===== config.mk =====
export PLATFORM = sky130hd
export DESIGN_NAME = rgb_to_hsv_range_mask
export DESIGN_NICKNAME = d
export VERILOG_FILES = /design/src/sv/rthsv_pkg.sv /design/src/sv/rthsv_div_cell.sv /design/src/sv/rgb_to_hsv_range_mask.sv
export SDC_FILE = /design/constraint.sdc
export NUM_CORES = 1
export LEC_CHECK = 0
export BUFFER_PORTS_ARGS = -buffer_cell sky130_fd_sc_hd__buf_2
export CAP_MARGIN = 20
export CELL_PAD_IN_SITES_DETAIL_PLACEMENT = 1
export CELL_PAD_IN_SITES_GLOBAL_PLACEMENT = 2
export CORE_AREA = 4 4 335 337
export DETAILED_ROUTE_END_ITERATION = 8
export DIE_AREA = 0 0 339 341
export PLACE_DENSITY = 0.92
export RECOVER_POWER = 100
export SKIP_LAST_GASP = 1
export SYNTH_ARGS = -nofsm -noshare
export SYNTH_HDL_FRONTEND = slang
export SYNTH_HIERARCHICAL = 1
export SYNTH_SLANG_ARGS = --single-unit

===== constraint.sdc =====
create_clock -name clk -period 7.6 [get_ports clk]
set_input_delay 0.76 -clock clk [delete_from_list [all_inputs] [get_ports clk]]
set_output_delay 0.76 -clock clk [all_outputs]
set_load 0.01 [all_outputs]

===== src/sv/rthsv_pkg.sv =====
// ----------------------------------------------------------------------------
// rthsv_pkg: shared types and constants
// Register indexes, divider sizing and the stage record passed along the
// divider cell chain.
// ----------------------------------------------------------------------------
package rthsv_pkg;

  localparam int NUM_REGS  = 8;
  localparam int IDX_W     = 3;

  localparam logic [IDX_W-1:0] REG_HUE_LOW_A  = 3'd0;
  localparam logic [IDX_W-1:0] REG_HUE_HIGH_A = 3'd1;
  localparam logic [IDX_W-1:0] REG_HUE_LOW_B  = 3'd2;
  localparam logic [IDX_W-1:0] REG_HUE_HIGH_B = 3'd3;
  localparam logic [IDX_W-1:0] REG_SAT_LOW    = 3'd4;
  localparam logic [IDX_W-1:0] REG_SAT_HIGH   = 3'd5;
  localparam logic [IDX_W-1:0] REG_VAL_LOW    = 3'd6;
  localparam logic [IDX_W-1:0] REG_VAL_HIGH   = 3'd7;

  // Quotient bits developed per divider (both quotients fit in 8 bits)
  localparam int QBITS = 8;
  // Dividends: delta*255 < 2^16, |diff|*60 < 2^14
  localparam int NUM_W = 16;

  // Hue sector of the maximum channel
  localparam logic [1:0] SECT_RED   = 2'd0;
  localparam logic [1:0] SECT_GREEN = 2'd1;
  localparam logic [1:0] SECT_BLUE  = 2'd2;

  // One pixel in flight through the divider chain
  typedef struct packed {
    logic             valid;
    logic [7:0]       vmax;
    logic [7:0]       sat_den;   // max
    logic [NUM_W-1:0] sat_rem;   // partial remainder
    logic [QBITS-1:0] sat_q;
    logic [7:0]       hue_den;   // delta
    logic [NUM_W-1:0] hue_rem;
    logic [QBITS-1:0] hue_q;
    logic             hue_neg;
    logic             grey;
    logic [1:0]       sect;
  } stage_t;

endpackage


===== src/sv/rthsv_div_cell.sv =====
// ----------------------------------------------------------------------------
// rthsv_div_cell: one restoring-division step
// Develops one quotient bit of both the saturation and hue divisions and
// hands the record to the next cell.
// ----------------------------------------------------------------------------
module rthsv_div_cell (
  input  logic                clk,
  input  logic                rst,
  input  logic [2:0]          bit_pos,
  input  rthsv_pkg::stage_t   din,
  output rthsv_pkg::stage_t   dout
);
  import rthsv_pkg::*;

  logic [NUM_W+QBITS-1:0] sat_sub;
  logic [NUM_W+QBITS-1:0] hue_sub;
  logic                   sat_ge;
  logic                   hue_ge;
  stage_t                 step;

  // Compare partial remainder against shifted divisor
  always_comb begin
    sat_sub = {{(NUM_W+QBITS-8){1'b0}}, din.sat_den} << bit_pos;
    hue_sub = {{(NUM_W+QBITS-8){1'b0}}, din.hue_den} << bit_pos;
    sat_ge  = {{QBITS{1'b0}}, din.sat_rem} >= sat_sub;
    hue_ge  = {{QBITS{1'b0}}, din.hue_rem} >= hue_sub;
    step    = din;
    if (sat_ge) begin
      step.sat_rem = din.sat_rem - sat_sub[NUM_W-1:0];
      step.sat_q[bit_pos] = 1'b1;
    end
    if (hue_ge) begin
      step.hue_rem = din.hue_rem - hue_sub[NUM_W-1:0];
      step.hue_q[bit_pos] = 1'b1;
    end
  end

  // Advance to the neighbour every cycle
  always_ff @(posedge clk) begin
    if (rst) begin
      dout.valid <= 1'b0;
    end else begin
      dout.valid <= din.valid;
    end
    dout.vmax    <= step.vmax;
    dout.sat_den <= step.sat_den;
    dout.sat_rem <= step.sat_rem;
    dout.sat_q   <= step.sat_q;
    dout.hue_den <= step.hue_den;
    dout.hue_rem <= step.hue_rem;
    dout.hue_q   <= step.hue_q;
    dout.hue_neg <= step.hue_neg;
    dout.grey    <= step.grey;
    dout.sect    <= step.sect;
  end

endmodule


===== src/sv/rgb_to_hsv_range_mask.sv =====
// ----------------------------------------------------------------------------
// rgb_to_hsv_range_mask: RGB pixel to HSV with two-window range mask
// Converts 8-bit RGB to hue/2, saturation and value and flags pixels that
// fall inside either of two hue windows with shared S and V bounds.
// ----------------------------------------------------------------------------
// Usage:
//   Raise start with red/green/blue for one cycle per pixel; busy is always
//   low, so a pixel is taken on every cycle that start is high.
//   Results appear on hue_half/saturation/brightness/in_range with done high
//   for exactly one cycle. The max/min and dividend register loads on the
//   edge that took the pixel, then the pixel passes through the chain of
//   eight divider cells (one quotient bit each), the hue offset and halving
//   register, and the window test with its output register.
//   Throughput is one pixel per clock; the cell chain holds up to eight
//   pixels at once.
//   Registers are written through cfg_we/cfg_index/cfg_data at any idle
//   cycle; every 3-bit index names a register, only 8 data bits are used.
//   Synchronous reset clears all transactions in flight and reloads the
//   default windows (hue 0..6 and 174..180, S and V 50..255).
//   The receiver cannot stall: each result is shown for one cycle only.
// ----------------------------------------------------------------------------
module rgb_to_hsv_range_mask (
  input  logic       clk,
  input  logic       rst,
  input  logic       start,
  output logic       busy,
  input  logic [7:0] red,
  input  logic [7:0] green,
  input  logic [7:0] blue,
  input  logic       cfg_we,
  input  logic [2:0] cfg_index,
  input  logic [7:0] cfg_data,
  output logic       done,
  output logic [7:0] hue_half,
  output logic [7:0] saturation,
  output logic [7:0] brightness,
  output logic       in_range
);
  import rthsv_pkg::*;

  logic [7:0] regs [NUM_REGS];

  // Hold configuration registers
  always_ff @(posedge clk) begin
    if (rst) begin
      regs[REG_HUE_LOW_A]  <= 8'd0;
      regs[REG_HUE_HIGH_A] <= 8'd6;
      regs[REG_HUE_LOW_B]  <= 8'd174;
      regs[REG_HUE_HIGH_B] <= 8'd180;
      regs[REG_SAT_LOW]    <= 8'd50;
      regs[REG_SAT_HIGH]   <= 8'd255;
      regs[REG_VAL_LOW]    <= 8'd50;
      regs[REG_VAL_HIGH]   <= 8'd255;
    end else if (cfg_we) begin
      regs[cfg_index] <= cfg_data;
    end
  end

  assign busy = 1'b0;

  // Front stage: max, min, sector and dividends
  logic [7:0] mx, mn, dl;
  logic [1:0] sect;
  logic [8:0] diff_abs;
  logic       diff_neg;
  stage_t     front;

  always_comb begin
    mx = red;
    if (green > mx) mx = green;
    if (blue > mx) mx = blue;
    mn = red;
    if (green < mn) mn = green;
    if (blue < mn) mn = blue;
    dl = mx - mn;
    diff_neg = 1'b0;
    diff_abs = '0;
    if (red == mx) begin
      sect = SECT_RED;
      diff_neg = green < blue;
      diff_abs = diff_neg ? {1'b0, blue - green} : {1'b0, green - blue};
    end else if (green == mx) begin
      sect = SECT_GREEN;
      diff_neg = blue < red;
      diff_abs = diff_neg ? {1'b0, red - blue} : {1'b0, blue - red};
    end else begin
      sect = SECT_BLUE;
      diff_neg = red < green;
      diff_abs = diff_neg ? {1'b0, green - red} : {1'b0, red - green};
    end
  end

  always_ff @(posedge clk) begin
    if (rst) begin
      front.valid <= 1'b0;
    end else begin
      front.valid <= start;
    end
    front.vmax    <= mx;
    front.sat_den <= mx;
    front.sat_rem <= ({8'd0, dl} << 8) - {8'd0, dl};
    front.sat_q   <= '0;
    front.hue_den <= dl;
    front.hue_rem <= ({7'd0, diff_abs} << 6) - ({7'd0, diff_abs} << 2);
    front.hue_q   <= '0;
    front.hue_neg <= diff_neg;
    front.grey    <= (dl == 8'd0);
    front.sect    <= sect;
  end

  // Chain of divider cells, MSB first
  stage_t chain [QBITS+1];
  assign chain[0] = front;

  for (genvar k = 0; k < QBITS; k++) begin : g_cell
    rthsv_div_cell u_cell (
      .clk     (clk),
      .rst     (rst),
      .bit_pos (3'(QBITS-1-k)),
      .din     (chain[k]),
      .dout    (chain[k+1])
    );
  end

  // Hue offset, wrap and halve
  stage_t     tail;
  logic [9:0] hue_deg;
  logic       fin_valid;
  logic [7:0] fin_hh, fin_sat, fin_v;

  assign tail = chain[QBITS];

  always_comb begin
    hue_deg = '0;
    if (!tail.grey) begin
      unique case (tail.sect)
        SECT_RED:   hue_deg = tail.hue_neg ? 10'd360 - {2'd0, tail.hue_q}
                                           : {2'd0, tail.hue_q};
        SECT_GREEN: hue_deg = tail.hue_neg ? 10'd120 - {2'd0, tail.hue_q}
                                           : 10'd120 + {2'd0, tail.hue_q};
        SECT_BLUE:  hue_deg = tail.hue_neg ? 10'd240 - {2'd0, tail.hue_q}
                                           : 10'd240 + {2'd0, tail.hue_q};
        default:    hue_deg = '0;
      endcase
      if (tail.sect == SECT_RED && tail.hue_neg && tail.hue_q == 8'd0) hue_deg = '0;
    end
  end

  always_ff @(posedge clk) begin
    if (rst) begin
      fin_valid <= 1'b0;
    end else begin
      fin_valid <= tail.valid;
    end
    fin_hh  <= hue_deg[8:1];
    fin_sat <= (tail.sat_den == 8'd0) ? 8'd0 : tail.sat_q;
    fin_v   <= tail.vmax;
  end

  // Window test and output register
  logic sv_ok, hit;
  always_comb begin
    sv_ok = fin_sat >= regs[REG_SAT_LOW] && fin_sat <= regs[REG_SAT_HIGH] &&
            fin_v >= regs[REG_VAL_LOW] && fin_v <= regs[REG_VAL_HIGH];
    hit = sv_ok &&
          ((fin_hh >= regs[REG_HUE_LOW_A] && fin_hh <= regs[REG_HUE_HIGH_A]) ||
           (fin_hh >= regs[REG_HUE_LOW_B] && fin_hh <= regs[REG_HUE_HIGH_B]));
  end

  always_ff @(posedge clk) begin
    if (rst) begin
      done <= 1'b0;
    end else begin
      done <= fin_valid;
    end
    hue_half   <= fin_hh;
    saturation <= fin_sat;
    brightness <= fin_v;
    in_range   <= hit;
  end

  a_hue_range: assert property (@(posedge clk) disable iff (rst)
    done |-> hue_half <= 8'd179) else $error("hue_half out of range");
  a_sat_grey: assert property (@(posedge clk) disable iff (rst)
    done && brightness == 8'd0 |-> saturation == 8'd0) else $error("black with saturation");
  a_latency: assert property (@(posedge clk) disable iff (rst)
    fin_valid |=> done) else $error("result lost at output");
  a_mask_sv: assert property (@(posedge clk) disable iff (rst)
    done && in_range |-> $past(sv_ok)) else $error("mask without S/V match");

endmodule

Word-level counts from Yosys, hierarchy flattened
Memory sizes are Yosys's and may differ from the RTL's.
Index checks and enable logic that the tools add are counted.

operators by class
  add/sub/neg operators = 28
  multiply operators = 0
  divide/modulo/power cells = 0
  order comparisons = 31
  equal/unequal tests = 4
  shifts and indexed selects = 0
  muxes and demuxes = 38
  bitwise operators = 0
  reduce and logical (&&, ||, !) cells = 15

operators with widths
  cell                                                            count
  24-bit two-way mux                                              14
  8-bit two-way mux                                               10
  8-bit subtractor                                                7
  8-bit less-than comparator                                      5
  16-bit by 10-bit greater-or-equal comparator with 1-bit output  2
  16-bit by 11-bit greater-or-equal comparator with 1-bit output  2
  16-bit by 12-bit greater-or-equal comparator with 1-bit output  2
  16-bit by 13-bit greater-or-equal comparator with 1-bit output  2
  16-bit by 14-bit greater-or-equal comparator with 1-bit output  2
  16-bit by 15-bit greater-or-equal comparator with 1-bit output  2
  16-bit by 8-bit greater-or-equal comparator with 1-bit output   2
  16-bit by 9-bit greater-or-equal comparator with 1-bit output   2
  8-bit greater-or-equal comparator                               4
  8-bit <= comparator                                             4
  16-bit by 10-bit subtractor with 16-bit output                  2
  16-bit by 11-bit subtractor with 16-bit output                  2
  16-bit by 12-bit subtractor with 16-bit output                  2
  16-bit by 13-bit subtractor with 16-bit output                  2
  16-bit by 14-bit subtractor with 16-bit output                  2
  16-bit by 15-bit subtractor with 16-bit output                  2
  16-bit by 9-bit subtractor with 16-bit output                   2
  9-bit two-way mux                                               3
  9-bit one-hot mux with 3 select lines                           1
  8-bit logical NOT                                               3
  19 further kinds                                                35

storage, ports and cells
  register bits after elaboration = 616
  bits in latches = 0
  bits in writable memories = 64
  ROM bits = 0
  input port bits = 39
  output and inout bits = 27
  word-level logic and storage cells = 225
  memories kept = 1

memory list
  memory  words  bits a word  rd ports  clocked after memory_dff  write ports  RTL line                     text
  regs    8      8            8         0                         8            rgb_to_hsv_range_mask.sv:41  logic [7:0] regs [NUM_REGS];

Logic depth before layout (Yosys ltp)
Gate-level depths: netlist of run 1.

  depth in word-level cells = 8
  gate-level depth with buffers = 32
  mapped depth without buffers = 28

Cells and area by module
Netlist of run 1, hierarchy kept.

by module, submodules not included
  module                                 instances  cells an instance  area each (µm²)  sequential area each (µm²)
  rthsv_div_cell (g_cell[0].u_cell ...)  5          459                4322.9           1541.5
  rgb_to_hsv_range_mask                  1          1158               10871.7          3943.8
  rthsv_div_cell (g_cell[1].u_cell)      1          497                4435.5           1541.5
  rthsv_div_cell (g_cell[2].u_cell)      1          484                4386.7           1541.5
  rthsv_div_cell (g_cell[6].u_cell)      1          478                4286.6           1541.5

Worst setup path before layout of run 1
No wires, ideal clock.

  kind = in2reg
  from = in green[0]
  to = reg front, in the netlist chain[639]
  setup time = 0.129 ns
  data arrival time = 6.599 ns
  data required time = 7.471 ns
  path slack = 0.873 ns
  cell stages on the path = 30
  buffers on the path = 4
  cells stage by stage = inv_1 ha_1 inv_1 fa_1 nand3_1 a21oi_2 o21ai_0 clkbuf_1 a21oi_1 ha_1 a21oi_1 nor2b_1 o21ai_0 nand2b_1 a211o_1 o221ai_2 buf_6 mux2i_1 xnor2_1 nand4_2 or2_0 buf_2 buf_6 a31oi_1 inv_1 ha_1 nor3b_1 a221o_1 a311oi_2 xnor2_1

on the way
  cells in the longest elaborated chain, start to end = 8
  elaborated cells between the ends (all ways) = 17
  those cells by class = add/sub (5); order compare (4); eq/ne (2); mux (6)

ends and longest elaborated chain
  item                                                RTL line                      text
  from (decl)                                         rgb_to_hsv_range_mask.sv:28   input logic [7:0] green,
  8-bit > comparator                                  rgb_to_hsv_range_mask.sv:70   if (green > mx) mx = green;
  8-bit two-way mux                                   rgb_to_hsv_range_mask.sv:70
  8-bit > comparator                                  rgb_to_hsv_range_mask.sv:71   if (blue > mx) mx = blue;
  8-bit two-way mux                                   rgb_to_hsv_range_mask.sv:71
  8-bit equality test                                 rgb_to_hsv_range_mask.sv:82   end else if (green == mx) begin
  8-bit two-way mux                                   rgb_to_hsv_range_mask.sv:82
  8-bit two-way mux (*)                               rgb_to_hsv_range_mask.sv:78   if (red == mx) begin
  15-bit by 11-bit subtractor with 16-bit output (*)  rgb_to_hsv_range_mask.sv:104  front.hue_rem <= ({7'd0, diff_abs} << 6) - ({7'd0, diff_abs} << 2);
  to (decl)                                           rgb_to_hsv_range_mask.sv:66   stage_t front;

Mark *: on every way between the ends. The rest lies on a longest branch, timed or not.
A chain may end at the register's enable or synchronous reset.

Worst setup path after layout of run 1
  from = in red[5]
  to = reg front, in the netlist chain[639]

on the way
  cells in the longest elaborated chain, start to end = 8
  elaborated cells between the ends (all ways) = 17
  those cells by class = add/sub (5); order compare (4); eq/ne (2); mux (6)

ends and longest elaborated chain
  item                                                RTL line                      text
  from (decl)                                         rgb_to_hsv_range_mask.sv:27   input logic [7:0] red,
  8-bit > comparator                                  rgb_to_hsv_range_mask.sv:70
  8-bit two-way mux                                   rgb_to_hsv_range_mask.sv:70
  8-bit > comparator                                  rgb_to_hsv_range_mask.sv:71
  8-bit two-way mux                                   rgb_to_hsv_range_mask.sv:71
  8-bit equality test                                 rgb_to_hsv_range_mask.sv:82
  8-bit two-way mux                                   rgb_to_hsv_range_mask.sv:82
  8-bit two-way mux (*)                               rgb_to_hsv_range_mask.sv:78
  net diff_abs[0]                                     rgb_to_hsv_range_mask.sv:64   logic [8:0] diff_abs;
  15-bit by 11-bit subtractor with 16-bit output (*)  rgb_to_hsv_range_mask.sv:104

Mark *: on every way through the listed nets, which the timed path passes. The rest lies on a longest branch.

==> flow_metrics.tcl, run 1 <==
set metrics [dict create \
    outcome "finished with violations" \
    failed_checks "capacitance limit, slew limit" \
    root_buffer "clkbuf_16" \
    crit_family "compound AO/OA/AOI/OAI gates" \
    cts_resized 0 \
    grt.total_usage_pct 21.36 \
    die_w_um 339 \
    syn_inst 4704 \
    cp_num_buf_inv 5 \
    cpMaxStageDelayCell "mux2i_1" \
    endpoint_kind "register" \
    dp_slack_ns 0.4439 \
    layout-drive-gt1-share_pct 8.592 \
    fin_crit_sh_pct 89.16 \
    highest_layer "met4" \
    syn_avg_cell_area_um2 9.258 \
    viasPerCell 5.583 \
    syn_area_um2 43550 \
    drt-pass1-iter-count 7 \
    max-clock-path-buffers 3 \
    wl_per_cell_um 20.54 \
    die_h_um 341 \
    core_um2 108900 \
    io_buffers 64 \
    gp_congestion 0.8811 \
    instances_no_fill 6222 \
    ir_worst_vdd_v 0.0001947 \
    die_area_um2 115600 \
    path_clk_slew_ns 0.06 \
    hold_ws_ns 0.2998 \
    cp_max_fo 22 \
    relSlewSlack_pct -39.50 \
    clock_tree.htree_level_count 3 \
    cts_tree "done" \
    routed_wl_mm 127.8 \
    overflow 0 \
    final-hold-violation-count 0 \
    worstPathRequired_ns 8.18 \
    clock_latency_ns 0.65 \
    rsz0062_at_grt "no" \
    ctsHoldBuffers 0 \
    place_hpwl_mm 98.14 \
    finalWorstSetupSlack_ns 0.8236 \
    post_cts_buffers 0 \
    tightestPinTransition_ns 2.040 \
    finalSetupViolCount 0 \
    fin_tns_setup_ns 0 \
    powerDensity_nw_per_um2 497.8 \
    met1_length_mm 54.47 \
    fillers 12550 \
    via_count 34740 \
    num_rows 121 \
    worst_setup_path_start_kind "primary input" \
    cap_violations 4 \
    fin_worst_skew_ns 0.03526 \
    fmax_mhz 147.6 \
    ys_warn_count 6 \
    drtIter0Drc 1829 \
    dr_wl_met2_mm 65.41 \
    drc 0 \
    ioPinCount 66 \
    hold_class "register to register" \
    antenna_found_initial 2 \
    cts_made_buffers 81 \
    grt_max_degree 47 \
    nets 5187 \
    met3WireLength_mm 3.230 \
    leakage_nw 20.37 \
    ant_nets 0 \
    fin_crit_ns 6.776 \
    area_growth_pct 9.288 \
    drv_slew 63 \
    critPathMaxStageDelay_ns 0.58 \
    clock_sinks 741 \
    cp_data_arrival_time_ns 7.35 \
    grt_pass1_wl_mm 202.2 \
    placedCellCount 6072 \
    worstSetupPathType "primary input to register" \
    start_util_pct 40.01 \
    grt_pass1_vias 36500 \
]
-- cells in the final DEF (no fill, tap or decap), types with 37 or more instances in the layout --
cell type	count
ha_1	384
buf_2	37
clkbuf_16	82
xnor2_1	149
nor3_1	80
inv_1	235
nor2b_1	107
nand2b_1	105
o21a_1	43
xor2_1	49
or3_1	41
edfxtp_1	64
nand3_1	80
nor2_1	318
dfxtp_1	677
mux2i_1	200
nand2_1	354
a31o_2	59
and2_0	40
mux2_2	105
o21bai_1	44
a211oi_1	64
o21ai_0	241
a21oi_1	309
conb_1	71
nand4_1	60
mux2_1	72
clkbuf_1	50
a21o_1	121
a31oi_1	43
-- registers in the layout, summed over array words and instances (netlist names) --
| register | cells |
|---|---|
| brightness | 8 |
| chain | 50 |
| done | 1 |
| fin_hh | 8 |
| fin_sat | 8 |
| fin_v | 8 |
| fin_valid | 1 |
| g_cell.u_cell/dout | 576 |
| hue_half | 8 |
| in_range | 1 |
| regs | 64 |
| saturation | 8 |
-- layout make-up --
cell class	count	area (µm²)	share of cell area, %
Sequential cell	741	15470	32.51
Clock buffer	107	2256	4.740
Multi-Input combinational cell	3600	26160	54.95
Tap cell	1414	1769	3.717
Timing Repair Buffer	82	387.9	0.8149
Inverter	235	882.1	1.853
Clock inverter	42	668.1	1.404
Antenna cell	1	2.502	0.005257
-- stage by stage --
step	util, %	cell area (µm²)	power, mW
CTS	44.12	48030	24.21
detailed placement	41.44	45110	19.70
global route	43.72	47590	25.50
floorplan	-	43810	16.61
global placement	41.44	45110	19.28
finish	43.73	47600	23.69
-- per-layer routing --
layer  global-route usage, %  vias to the layer above
met5                       0                        -
met4                   7.963                        0
met3                   1.948                      241
met2                   39.69                      574
met1                   25.49                    17020
li1                        -                    16900
-- worst paths after layout --
path / start / end / slack, ns / depth (start not counted)
min reg2reg: g_cell[6].u_cell/dout[73] / g_cell[7].u_cell/dout[73] / 0.30 / 0
max: red[5] / chain[639] / 0.82 / 28
max reg2reg: g_cell[5].u_cell/dout[63] / g_cell[6].u_cell/dout[55] / 2.38 / 12
min: g_cell[6].u_cell/dout[73] / g_cell[7].u_cell/dout[73] / 0.30 / 0
-- report_power, final --
| group | total (mW) | switching [mW] | internal [mW] |
|---|---|---|---|
| Sequential | 6.56 | 1.10 | 5.46 |
| Clock | 4.27 | 1.65 | 2.62 |
| Combinational | 12.9 | 7.28 | 5.58 |
| Total | 23.7 | 10.0 | 13.7 |
Note: power is estimated with default switching activity, not from simulation.
==> run 2, diff against run 1 <==
--- a/config.mk
+++ b/config.mk
@@ -10,6 +10,7 @@
 export CELL_PAD_IN_SITES_DETAIL_PLACEMENT = 1
 export CELL_PAD_IN_SITES_GLOBAL_PLACEMENT = 2
 export CORE_AREA = 4 4 335 337
+export CTS_BUF_LIST = sky130_fd_sc_hd__clkbuf_16
 export DETAILED_ROUTE_END_ITERATION = 8
 export DIE_AREA = 0 0 339 341
 export PLACE_DENSITY = 0.92
==> run 2 against run 1 <==
The flow still finishes with violations (capacitance limit, slew limit). Combinational power barely moved. Wire length fell by 0.36%. Via count about the same.
==> flow_metrics.tcl, run 2 (synthesis gave the netlist of run 1 again) <==
set metrics [dict create \
    top_register "g_cell.u_cell/dout" \
    core_um2 108900 \
    worst_setup_path_start_kind "primary input" \
    grt_pass1_wl_mm 201.8 \
    relSlewSlack_pct -40.85 \
    failed_checks "capacitance limit, slew limit" \
    cp_max_fo 22 \
    final_cell_mix "677 x dfxtp_1, 384 x ha_1, 354 x nand2_1" \
    place_hpwl_mm 98.14 \
    largest_reg_flops 576 \
    max-clock-path-buffers 3 \
    rsz0062_at_grt "no" \
    clock_tree.htree_level_count 3 \
    rrSetupSlack_ns 2.37 \
    gp_congestion 0.8811 \
    die_area_um2 115600 \
    io_buffers 64 \
    clock_sinks 741 \
    clock_latency_ns 0.65 \
    final-hold-violation-count 0 \
    hold_class "register to register" \
    drc 0 \
    cap_violations 5 \
    hold_ws_ns 0.2990 \
    worstSetupPathType "primary input to register" \
    grt.total_usage_pct 21.31 \
    outcome "finished with violations" \
    endpoint_kind "register" \
    ir_worst_vdd_v 0.0001951 \
    instances_no_fill 6222 \
    fin_util_pct 43.62 \
    cts_tree "done" \
    viasPerCell 5.584 \
    area_growth_pct 9.035 \
    grt_pass1_vias 36480 \
    post_cts_buffers 0 \
    fin_worst_skew_ns 0.03653 \
    fin_crit_ns 6.806 \
    final_common_cell "dfxtp_1" \
    finalSetupViolCount 0 \
    start_util_pct 40.01 \
    worstPathRequired_ns 8.18 \
    leakage_nw 20.37 \
    ctsHoldBuffers 0 \
    ant_nets 0 \
    die_w_um 339 \
    tightestPinTransition_ns 2.060 \
    drv_slew 87 \
    cts_resized 0 \
    drtIter0Drc 1883 \
    cp_data_arrival_time_ns 7.38 \
    ff2ff_path_depth 12 \
    overflow 0 \
    root_buffer "clkbuf_16" \
    nets 5187 \
    antenna_found_initial 1 \
    fin_tns_setup_ns 0 \
    ioPinCount 66 \
    layout-drive-gt1-share_pct 8.425 \
    via_count 34740 \
    wl_per_cell_um 20.47 \
    drt-pass1-iter-count 7 \
    num_rows 121 \
    fmax_mhz 146.9 \
    grt_max_degree 47 \
    fin_crit_sh_pct 89.55 \
    die_h_um 341 \
    placedCellCount 6072 \
    path_clk_slew_ns 0.06 \
    powerDensity_nw_per_um2 495.7 \
    hold_path_depth 0 \
    cts_made_buffers 81 \
    routed_wl_mm 127.3 \
]
run 2: path summary, 6_finish.rpt:
| kind | end | start |
|---|---|---|
| worst max-delay path | chain[639] | red[5] |
| worst min-delay path | g_cell[7].u_cell/dout[73] | g_cell[6].u_cell/dout[73] |
| worst min register to register | g_cell[7].u_cell/dout[73] | g_cell[6].u_cell/dout[73] |
| worst max register to register | g_cell[6].u_cell/dout[55] | g_cell[5].u_cell/dout[63] |
run 2: area by class of cell:
class                           count  area (µm²)
Fill cell                       12560       61370
Multi-Input combinational cell   3600       26160
Clock buffer                       82        2052
Inverter                          235       882.1
Sequential cell                   741       15470
Timing Repair Buffer               82       387.9
Tap cell                         1414        1769
Antenna cell                        1       2.502
Clock inverter                     67       762.0
run 2: metrics by stage:
stage	instance area (µm²)	setup slack [ns]	power [mW]
detailed placement	45110	0.4439	19.70
finish	47490	0.7938	23.54
CTS	47920	1.138	24.05
global route	47480	0.2570	25.35
global placement	45110	0.4817	19.28
floorplan	43810	0.8725	16.61
run 2: power breakdown:
| group | internal [mW] | total, mW | switching [mW] | leakage [nW] |
|---|---|---|---|---|
| sequential | 5.46 | 6.56 | 1.10 | 6.32 |
| combinational | 5.58 | 12.8 | 7.26 | 12.6 |
| clock | 2.49 | 4.14 | 1.64 | 1.43 |
| total | 13.5 | 23.5 | 10.0 | 20.4 |
run 2: critical path, cell delays in order:
cell	delay (ns)
buf_2	0.13
inv_1	0.21
ha_1	0.34
a21oi_1	0.31
o21ai_0	0.30
o21ai_0	0.23
buf_4	0.21
nor2_1	0.05
a21oi_1	0.18
ha_1	0.28
a21oi_1	0.13
nor2b_1	0.06
o21ai_0	0.14
nand2b_1	0.09
a211o_1	0.24
o221ai_2	0.15
buf_4	0.31
mux2i_1	0.58
xnor2_2	0.17
nand4_1	0.30
or2_0	0.34
buf_4	0.20
a31o_2	0.25
ha_1	0.35
nor3b_1	0.19
a221o_1	0.38
a311oi_2	0.32
xnor2_1	0.15
run 2: metal layers:
metal / vias to the layer above / GRT usage, % / part of all wire (%)
met5: - / 0 / 0
met4: 0 / 7.918 / 3.6
met3: 245 / 2.026 / 2.6
met2: 561 / 39.52 / 51
met1: 17030 / 25.44 / 43
li1: 16900 / - / -
